<file path="src/uqsh_pkg.sv">
`timescale 1ns / 1ps

package uqsh_pkg;

    localparam int MAX_LINE_BYTES = 4095;
    localparam int TAKEN_W        = 13;

    localparam logic [1:0] MODE_NORMAL   = 2'd0;
    localparam logic [1:0] MODE_GOT_LEAD = 2'd1;
    localparam logic [1:0] MODE_GOT_MID  = 2'd2;
    localparam logic [1:0] MODE_SKIP     = 2'd3;

    localparam logic [7:0] BYTE_EOL      = 8'h00;
    localparam logic [7:0] BYTE_LEAD     = 8'hE2;
    localparam logic [7:0] BYTE_MID      = 8'h80;
    localparam logic [7:0] BYTE_LSQ      = 8'h98;
    localparam logic [7:0] BYTE_RSQ      = 8'h99;
    localparam logic [7:0] BYTE_LDQ      = 8'h9C;
    localparam logic [7:0] BYTE_RDQ      = 8'h9D;
    localparam logic [7:0] BYTE_CONT_END = 8'hC0;

    localparam logic [6:0] CHAR_APOS     = 7'h27;
    localparam logic [6:0] CHAR_QUOTE    = 7'h22;
    localparam logic [6:0] CHAR_NONE     = 7'h00;

    localparam int HASH_SHIFT = 5;

    typedef struct packed {
        logic        has;
        logic [6:0]  ch;
        logic [31:0] hash;
        logic        done;
    } result_t;

endpackage

</file>
<file path="src/uqsh_in_stage.sv">
`timescale 1ns / 1ps

module uqsh_in_stage
(
    input  logic       clk,
    input  logic       rst_n,
    input  logic       in_valid,
    input  logic [7:0] data_byte,
    input  logic       advance,
    output logic       in_stall,
    output logic       s1_valid,
    output logic [7:0] s1_byte
);

    logic       valid_reg;
    logic       valid_next;
    logic [7:0] byte_reg;
    logic       take;

    assign in_stall = valid_reg && !advance;
    assign take     = in_valid && !in_stall;

    always_comb
    begin
        valid_next = valid_reg;
        if (take)
        begin
            valid_next = 1'b1;
        end
        else if (advance)
        begin
            valid_next = 1'b0;
        end
    end

    always_ff @(posedge clk or negedge rst_n)
    begin
        if (!rst_n)
        begin
            valid_reg <= 1'b0;
        end
        else
        begin
            valid_reg <= valid_next;
        end
    end

    always_ff @(posedge clk)
    begin
        if (take)
        begin
            byte_reg <= data_byte;
        end
    end

    assign s1_valid = valid_reg;
    assign s1_byte  = byte_reg;

endmodule

</file>
<file path="src/uqsh_decode.sv">
`timescale 1ns / 1ps

module uqsh_decode
(
    input  logic                  clk,
    input  logic                  rst_n,
    input  logic                  advance,
    input  logic [7:0]            byte_in,
    output uqsh_pkg::result_t     res
);

    logic [1:0]                     mode_reg;
    logic [1:0]                     mode_next;
    logic [31:0]                    hash_reg;
    logic [31:0]                    hash_next;
    logic [uqsh_pkg::TAKEN_W-1:0]   taken_reg;
    logic [uqsh_pkg::TAKEN_W-1:0]   taken_next;
    logic                           emit;
    logic [6:0]                     ch;
    logic                           is_cont;
    logic [31:0]                    hash_upd;

    assign is_cont  = byte_in[7] && (byte_in < uqsh_pkg::BYTE_CONT_END);
    assign hash_upd = {hash_reg[31-uqsh_pkg::HASH_SHIFT:0], {uqsh_pkg::HASH_SHIFT{1'b0}}}
                      + {25'd0, ch};

    always_comb
    begin
        mode_next  = mode_reg;
        hash_next  = hash_reg;
        taken_next = taken_reg;
        emit       = 1'b0;
        ch         = uqsh_pkg::CHAR_NONE;
        res.has    = 1'b0;
        res.ch     = uqsh_pkg::CHAR_NONE;
        res.hash   = hash_reg;
        res.done   = 1'b0;
        if (byte_in == uqsh_pkg::BYTE_EOL)
        begin
            res.has    = 1'b1;
            res.done   = 1'b1;
            mode_next  = uqsh_pkg::MODE_NORMAL;
            hash_next  = '0;
            taken_next = '0;
        end
        else if (taken_reg < uqsh_pkg::TAKEN_W'(uqsh_pkg::MAX_LINE_BYTES))
        begin
            taken_next = taken_reg + 1'b1;
            if (mode_reg == uqsh_pkg::MODE_GOT_LEAD && byte_in == uqsh_pkg::BYTE_MID)
            begin
                mode_next = uqsh_pkg::MODE_GOT_MID;
            end
            else if (mode_reg == uqsh_pkg::MODE_GOT_MID
                     && (byte_in == uqsh_pkg::BYTE_LSQ || byte_in == uqsh_pkg::BYTE_RSQ))
            begin
                mode_next = uqsh_pkg::MODE_NORMAL;
                emit      = 1'b1;
                ch        = uqsh_pkg::CHAR_APOS;
            end
            else if (mode_reg == uqsh_pkg::MODE_GOT_MID
                     && (byte_in == uqsh_pkg::BYTE_LDQ || byte_in == uqsh_pkg::BYTE_RDQ))
            begin
                mode_next = uqsh_pkg::MODE_NORMAL;
                emit      = 1'b1;
                ch        = uqsh_pkg::CHAR_QUOTE;
            end
            else if (mode_reg != uqsh_pkg::MODE_NORMAL && is_cont)
            begin
                mode_next = uqsh_pkg::MODE_SKIP;
            end
            else if (!byte_in[7])
            begin
                mode_next = uqsh_pkg::MODE_NORMAL;
                emit      = 1'b1;
                ch        = byte_in[6:0];
            end
            else if (byte_in == uqsh_pkg::BYTE_LEAD)
            begin
                mode_next = uqsh_pkg::MODE_GOT_LEAD;
            end
            else
            begin
                mode_next = uqsh_pkg::MODE_SKIP;
            end
            if (emit)
            begin
                hash_next = hash_upd;
                res.has   = 1'b1;
                res.ch    = ch;
                res.hash  = hash_upd;
            end
        end
    end

    always_ff @(posedge clk or negedge rst_n)
    begin
        if (!rst_n)
        begin
            mode_reg  <= uqsh_pkg::MODE_NORMAL;
            hash_reg  <= '0;
            taken_reg <= '0;
        end
        else if (advance)
        begin
            mode_reg  <= mode_next;
            hash_reg  <= hash_next;
            taken_reg <= taken_next;
        end
    end

    // line counter never runs past the limit
    a_taken_bound: assert property (@(posedge clk) disable iff (!rst_n)
        taken_reg <= uqsh_pkg::TAKEN_W'(uqsh_pkg::MAX_LINE_BYTES))
        else $error("line byte count past limit");

    // end of line returns decoder to a clean state
    a_eol_clears: assert property (@(posedge clk) disable iff (!rst_n)
        advance && byte_in == uqsh_pkg::BYTE_EOL
        |=> mode_reg == uqsh_pkg::MODE_NORMAL && hash_reg == 32'd0 && taken_reg == '0)
        else $error("state not cleared after end of line");

endmodule

</file>
<file path="src/utf8_quote_sanitizer_hash.sv">
`timescale 1ns / 1ps

// datapath: an accepted byte is held in the input stage register, its result in the output register
// throughput: one byte per cycle unless stalled, set by the single decode and shift-add stage
// bytes that yield no result still take one slot in the decode stage
// reset: rst_n asynchronous active low, clears decode mode, hash, count and valids

module utf8_quote_sanitizer_hash
(
    input  logic        clk,
    input  logic        rst_n,
    input  logic        in_valid,
    output logic        in_stall,
    input  logic [7:0]  data_byte,
    output logic        out_valid,
    input  logic        out_stall,
    output logic [6:0]  out_char,
    output logic [31:0] line_hash,
    output logic        line_done
);

    logic              s1_valid;
    logic [7:0]        s1_byte;
    logic              advance;
    uqsh_pkg::result_t res;

    logic              valid_reg;
    logic              valid_next;
    logic [6:0]        char_reg;
    logic [31:0]       hash_reg;
    logic              done_reg;

    assign advance = s1_valid && (!valid_reg || !out_stall);

    uqsh_in_stage u_in
    (
        .clk       (clk),
        .rst_n     (rst_n),
        .in_valid  (in_valid),
        .data_byte (data_byte),
        .advance   (advance),
        .in_stall  (in_stall),
        .s1_valid  (s1_valid),
        .s1_byte   (s1_byte)
    );

    uqsh_decode u_dec
    (
        .clk     (clk),
        .rst_n   (rst_n),
        .advance (advance),
        .byte_in (s1_byte),
        .res     (res)
    );

    always_comb
    begin
        valid_next = valid_reg;
        if (advance)
        begin
            valid_next = res.has;
        end
        else if (!out_stall)
        begin
            valid_next = 1'b0;
        end
    end

    always_ff @(posedge clk or negedge rst_n)
    begin
        if (!rst_n)
        begin
            valid_reg <= 1'b0;
        end
        else
        begin
            valid_reg <= valid_next;
        end
    end

    always_ff @(posedge clk)
    begin
        if (advance && res.has)
        begin
            char_reg <= res.ch;
            hash_reg <= res.hash;
            done_reg <= res.done;
        end
    end

    assign out_valid = valid_reg;
    assign out_char  = char_reg;
    assign line_hash = hash_reg;
    assign line_done = done_reg;

    // input side only blocks while the decode stage holds a byte
    a_stall_needs_item: assert property (@(posedge clk) disable iff (!rst_n)
        in_stall |-> s1_valid)
        else $error("input stalled with empty decode stage");

    // end of line always lands as a done result
    a_eol_result: assert property (@(posedge clk) disable iff (!rst_n)
        advance && s1_byte == uqsh_pkg::BYTE_EOL |=> valid_reg && done_reg)
        else $error("end of line lost");

    // end result carries no character
    a_done_char: assert property (@(posedge clk) disable iff (!rst_n)
        valid_reg && done_reg |-> char_reg == uqsh_pkg::CHAR_NONE)
        else $error("character on end result");

endmodule
</file>
<file path="config.mk">
export PLATFORM = sky130hd
export DESIGN_NAME = utf8_quote_sanitizer_hash
export DESIGN_NICKNAME = d
export VERILOG_FILES = /design/src/uqsh_pkg.sv /design/src/uqsh_in_stage.sv /design/src/uqsh_decode.sv /design/src/utf8_quote_sanitizer_hash.sv
export SDC_FILE = /design/constraint.sdc
export NUM_CORES = 1
export LEC_CHECK = 0
export ABC_CLOCK_PERIOD_IN_PS = 8600
export BUFFER_PORTS_ARGS = -buffer_cell sky130_fd_sc_hd__buf_2
export CAP_MARGIN = 10
export CORE_ASPECT_RATIO = 1.25
export CORE_MARGIN = 5
export CORE_UTILIZATION = 45
export CTS_CLUSTER_DIAMETER = 200
export DETAILED_ROUTE_END_ITERATION = 6
export GPL_TIMING_DRIVEN = 0
export SLEW_MARGIN = 10
export SYNTH_ARGS = -nofsm -noshare
export SYNTH_HDL_FRONTEND = slang
export SYNTH_SLANG_ARGS = --single-unit
export TNS_END_PERCENT = 50
</file>
<file path="constraint.sdc">
create_clock -name clk -period 8.6 [get_ports clk]
set_clock_uncertainty 0.1 [all_clocks]
set_input_delay 1.29 -clock clk [delete_from_list [all_inputs] [get_ports clk]]
set_output_delay 1.29 -clock clk [all_outputs]
set_load 0.01 [all_outputs]
</file>
==> flow_metrics.env <==
export IMPL_status="complete, no violations"
export IMPL_crit_chain="nor3_1 -> a21boi_0 -> or4_1 -> buf_2 -> buf_2 -> a21oi_1 -> ha_1 -> inv_1 -> fa_1 -> nand2b_1 -> nor4_2 -> nand4_1 -> xor2_1 -> o21ai_0"
export IMPL_crit_required_ps=8590
export IMPL_htreeDepth=3
export IMPL_die_y_um=124
export IMPL_syn_num_nets=414
export IMPL_drive_gt1_share_pct=24.2
export IMPL_grt_start_max_net_pins=50
export IMPL_drc=0
export IMPL_syn_inst=398
export IMPL_post_cts_buffers=0
export IMPL_setup_viol=0
export IMPL_drt_iter0_drc=158
export IMPL_place_congestion=0.851
export IMPL_peakVddDrop_uv=107
export IMPL_antenna_found_initial=0
export IMPL_layout_common_cells="buf_2, nand2_1, dfrtp_1"
export IMPL_finalCritPeriodShare_pct=50.9
export IMPL_worst_pin_slew_ps=842
export IMPL_drt_pass1_iter_count=4
export IMPL_final_antenna_net_count=0
export IMPL_io_pins=54
export IMPL_cts_buffers=9
export IMPL_die_w_um=101
export IMPL_yosys_most_used_dff="dfrtp_1"
export IMPL_core_um2=10200
export IMPL_synthArstFlopShare_pct=50.5
export IMPL_grt_pass1_wl_um=16300
export IMPL_crit_family="simple AND/OR/NAND/NOR gates"
export IMPL_slew_violations=0
export IMPL_grt_use_total_pct=16.9
export IMPL_maxCapViolCount=0
export IMPL_cts_sinks=97
export IMPL_power_density_nw_per_um2=247
export IMPL_via_count=3198
export IMPL_clock_root_buffer="clkbuf_16"
export IMPL_cp_slowest_cell="nor4_2"
export IMPL_avgViaCountPerCell=5.37
export IMPL_overflow=0
export IMPL_power_uw=1330
export IMPL_endpoint_kind="flop"
export IMPL_synth_warnings=0
export IMPL_critPathMaxFanout=10
export IMPL_synth_lib_cells_used_distinct=50
export IMPL_die_area_um2=12600
export IMPL_busiest_layer="met2"
export IMPL_start_util_pct=46.1
export IMPL_rsz0062_at_grt="false"
export IMPL_ys_seq_area_share_pct=57.0
export IMPL_grtUsageMet3_pct=2.35
export IMPL_grtUsageMet1_pct=19.9
export IMPL_use_met2_pct=29.9
export IMPL_syn_area_um2=4680
export IMPL_critPathKind="flop to flop"
export IMPL_max_freq_mhz=228
export IMPL_syn_to_final_growth_pct=14.8
export IMPL_place_ws_ps=4220
export IMPL_crit_buf_inv=3
export IMPL_start_kind="flop"
export IMPL_ys_ff_latch=97
export IMPL_hp_class="flop to flop"
export IMPL_rows=41
export IMPL_final_common_cell="buf_2"
export IMPL_grt_pass1_vias=3271
export IMPL_synth_edf_count=48
export IMPL_syn_area_per_cell_um2=11.8
export IMPL_post_cts_resized=0
export IMPL_setup_ws_ps=4220
export IMPL_finalNetCount=478
export IMPL_r2r_setup_slack_ps=4220
export IMPL_critical_path_max_stage_delay_ps=550
export IMPL_wl_per_cell_um=16.6
export IMPL_portBuffers=53
export IMPL_dp_hpwl_um=7130
export IMPL_power_leakage_uw=0.00214
export IMPL_postCtsHoldBufs=0
export IMPL_clock_latency_ps=350
export IMPL_diodes=0
export IMPL_crit_arrival_ps=4370
export IMPL_period_minus_slack_ps=4380
export IMPL_cp_common_cell="buf_2"
export IMPL_clockBufferDepth=2
export IMPL_final_hold_viol_count=0
export IMPL_routed_wl_um=9870
export IMPL_tns_ps=0
export IMPL_clk_pin_slew_ps=60
export IMPL_maxSlewHeadroom_pct=43.9
export IMPL_cts_tree="yes"
## power by group
group | internal, uW | leakage, uW | switching [uW]
Clock | 194 | 0.000130 | 168
Sequential | 592 | 0.00109 | 91.2
Combinational | 133 | 0.000914 | 151
## kinds of logic after synthesis
| group | share of synthesized area [%] |
|---|---|
| compound gates | 14.4 |
| xor+xnor | 6.17 |
| fa+ha+maj | 1.23 |
| buf+inv | 3.98 |
| flops | 57.0 |
| mux | 0.481 |
| simple gates | 16.7 |
## routing by layer
layer	wire length [um]	up-vias
li1	-	1574
met1	4040	1540
met2	5240	66
met3	343	18
met4	253	0
met5	0	-
## layout make-up
type | instances | area (um2)
buffer | 22 | 138
clock buffer | 10 | 229
clock inverter | 6 | 35.0
fill | 918 | 4780
inverter | 13 | 48.8
multi-input combinational | 266 | 1830
sequential | 97 | 2670
tap | 129 | 161
timing repair buffer | 53 | 268
## metrics by stage
stage / util [%] / area, um2 / cells / hold WS (ps)
after floorplan: - / 4680 / 398 / 369
after global placement: 50.3 / 5110 / 580 / 381
after detailed placement: 50.3 / 5110 / 580 / 382
after CTS: 52.9 / 5370 / 596 / 403
after global routing: 52.9 / 5380 / 596 / 422
final: 52.9 / 5380 / 596 / 399
## worst paths after layout
| kind | cells past startpoint | from | to |
|---|---|---|---|
| min reg2reg | 1 | u_dec.hash_reg[29] | u_dec.hash_reg[29] |
| max reg2reg | 14 | u_in.s1_byte[5] | line_hash[25] |
| max in group asynchronous | 1 | rst_n | u_dec.taken_reg[3] |
| min | 1 | u_dec.hash_reg[29] | u_dec.hash_reg[29] |
| max | 14 | u_in.s1_byte[5] | line_hash[25] |
| min in group asynchronous | 1 | rst_n | u_dec.hash_reg[14] |
## synthesized netlist by cell type (all sizes together), types with 4 or more instances
| cell | n | area share, % |
|---|---|---|
| buf | 14 | 2.3 |
| xnor2 | 18 | 3.4 |
| o2bb2ai | 29 | 8.1 |
| o21ai | 28 | 3.0 |
| xor2 | 15 | 2.8 |
| nand4 | 8 | 1.1 |
| nand2b | 5 | 0.67 |
| or3 | 4 | 0.64 |
| clkbuf | 8 | 0.67 |
| nor2 | 19 | 1.5 |
| nor3 | 12 | 1.5 |
| a21o | 4 | 0.64 |
| nand2 | 51 | 4.1 |
| and3 | 8 | 1.1 |
| edfxtp | 48 | 31 |
| a21oi | 7 | 0.75 |
| nor4 | 6 | 1.4 |
| nand3 | 18 | 1.9 |
| inv | 13 | 1.0 |
| or4 | 4 | 0.72 |
| dfrtp | 49 | 26 |
No activity file was read; power rests on OpenSTA's default activity.
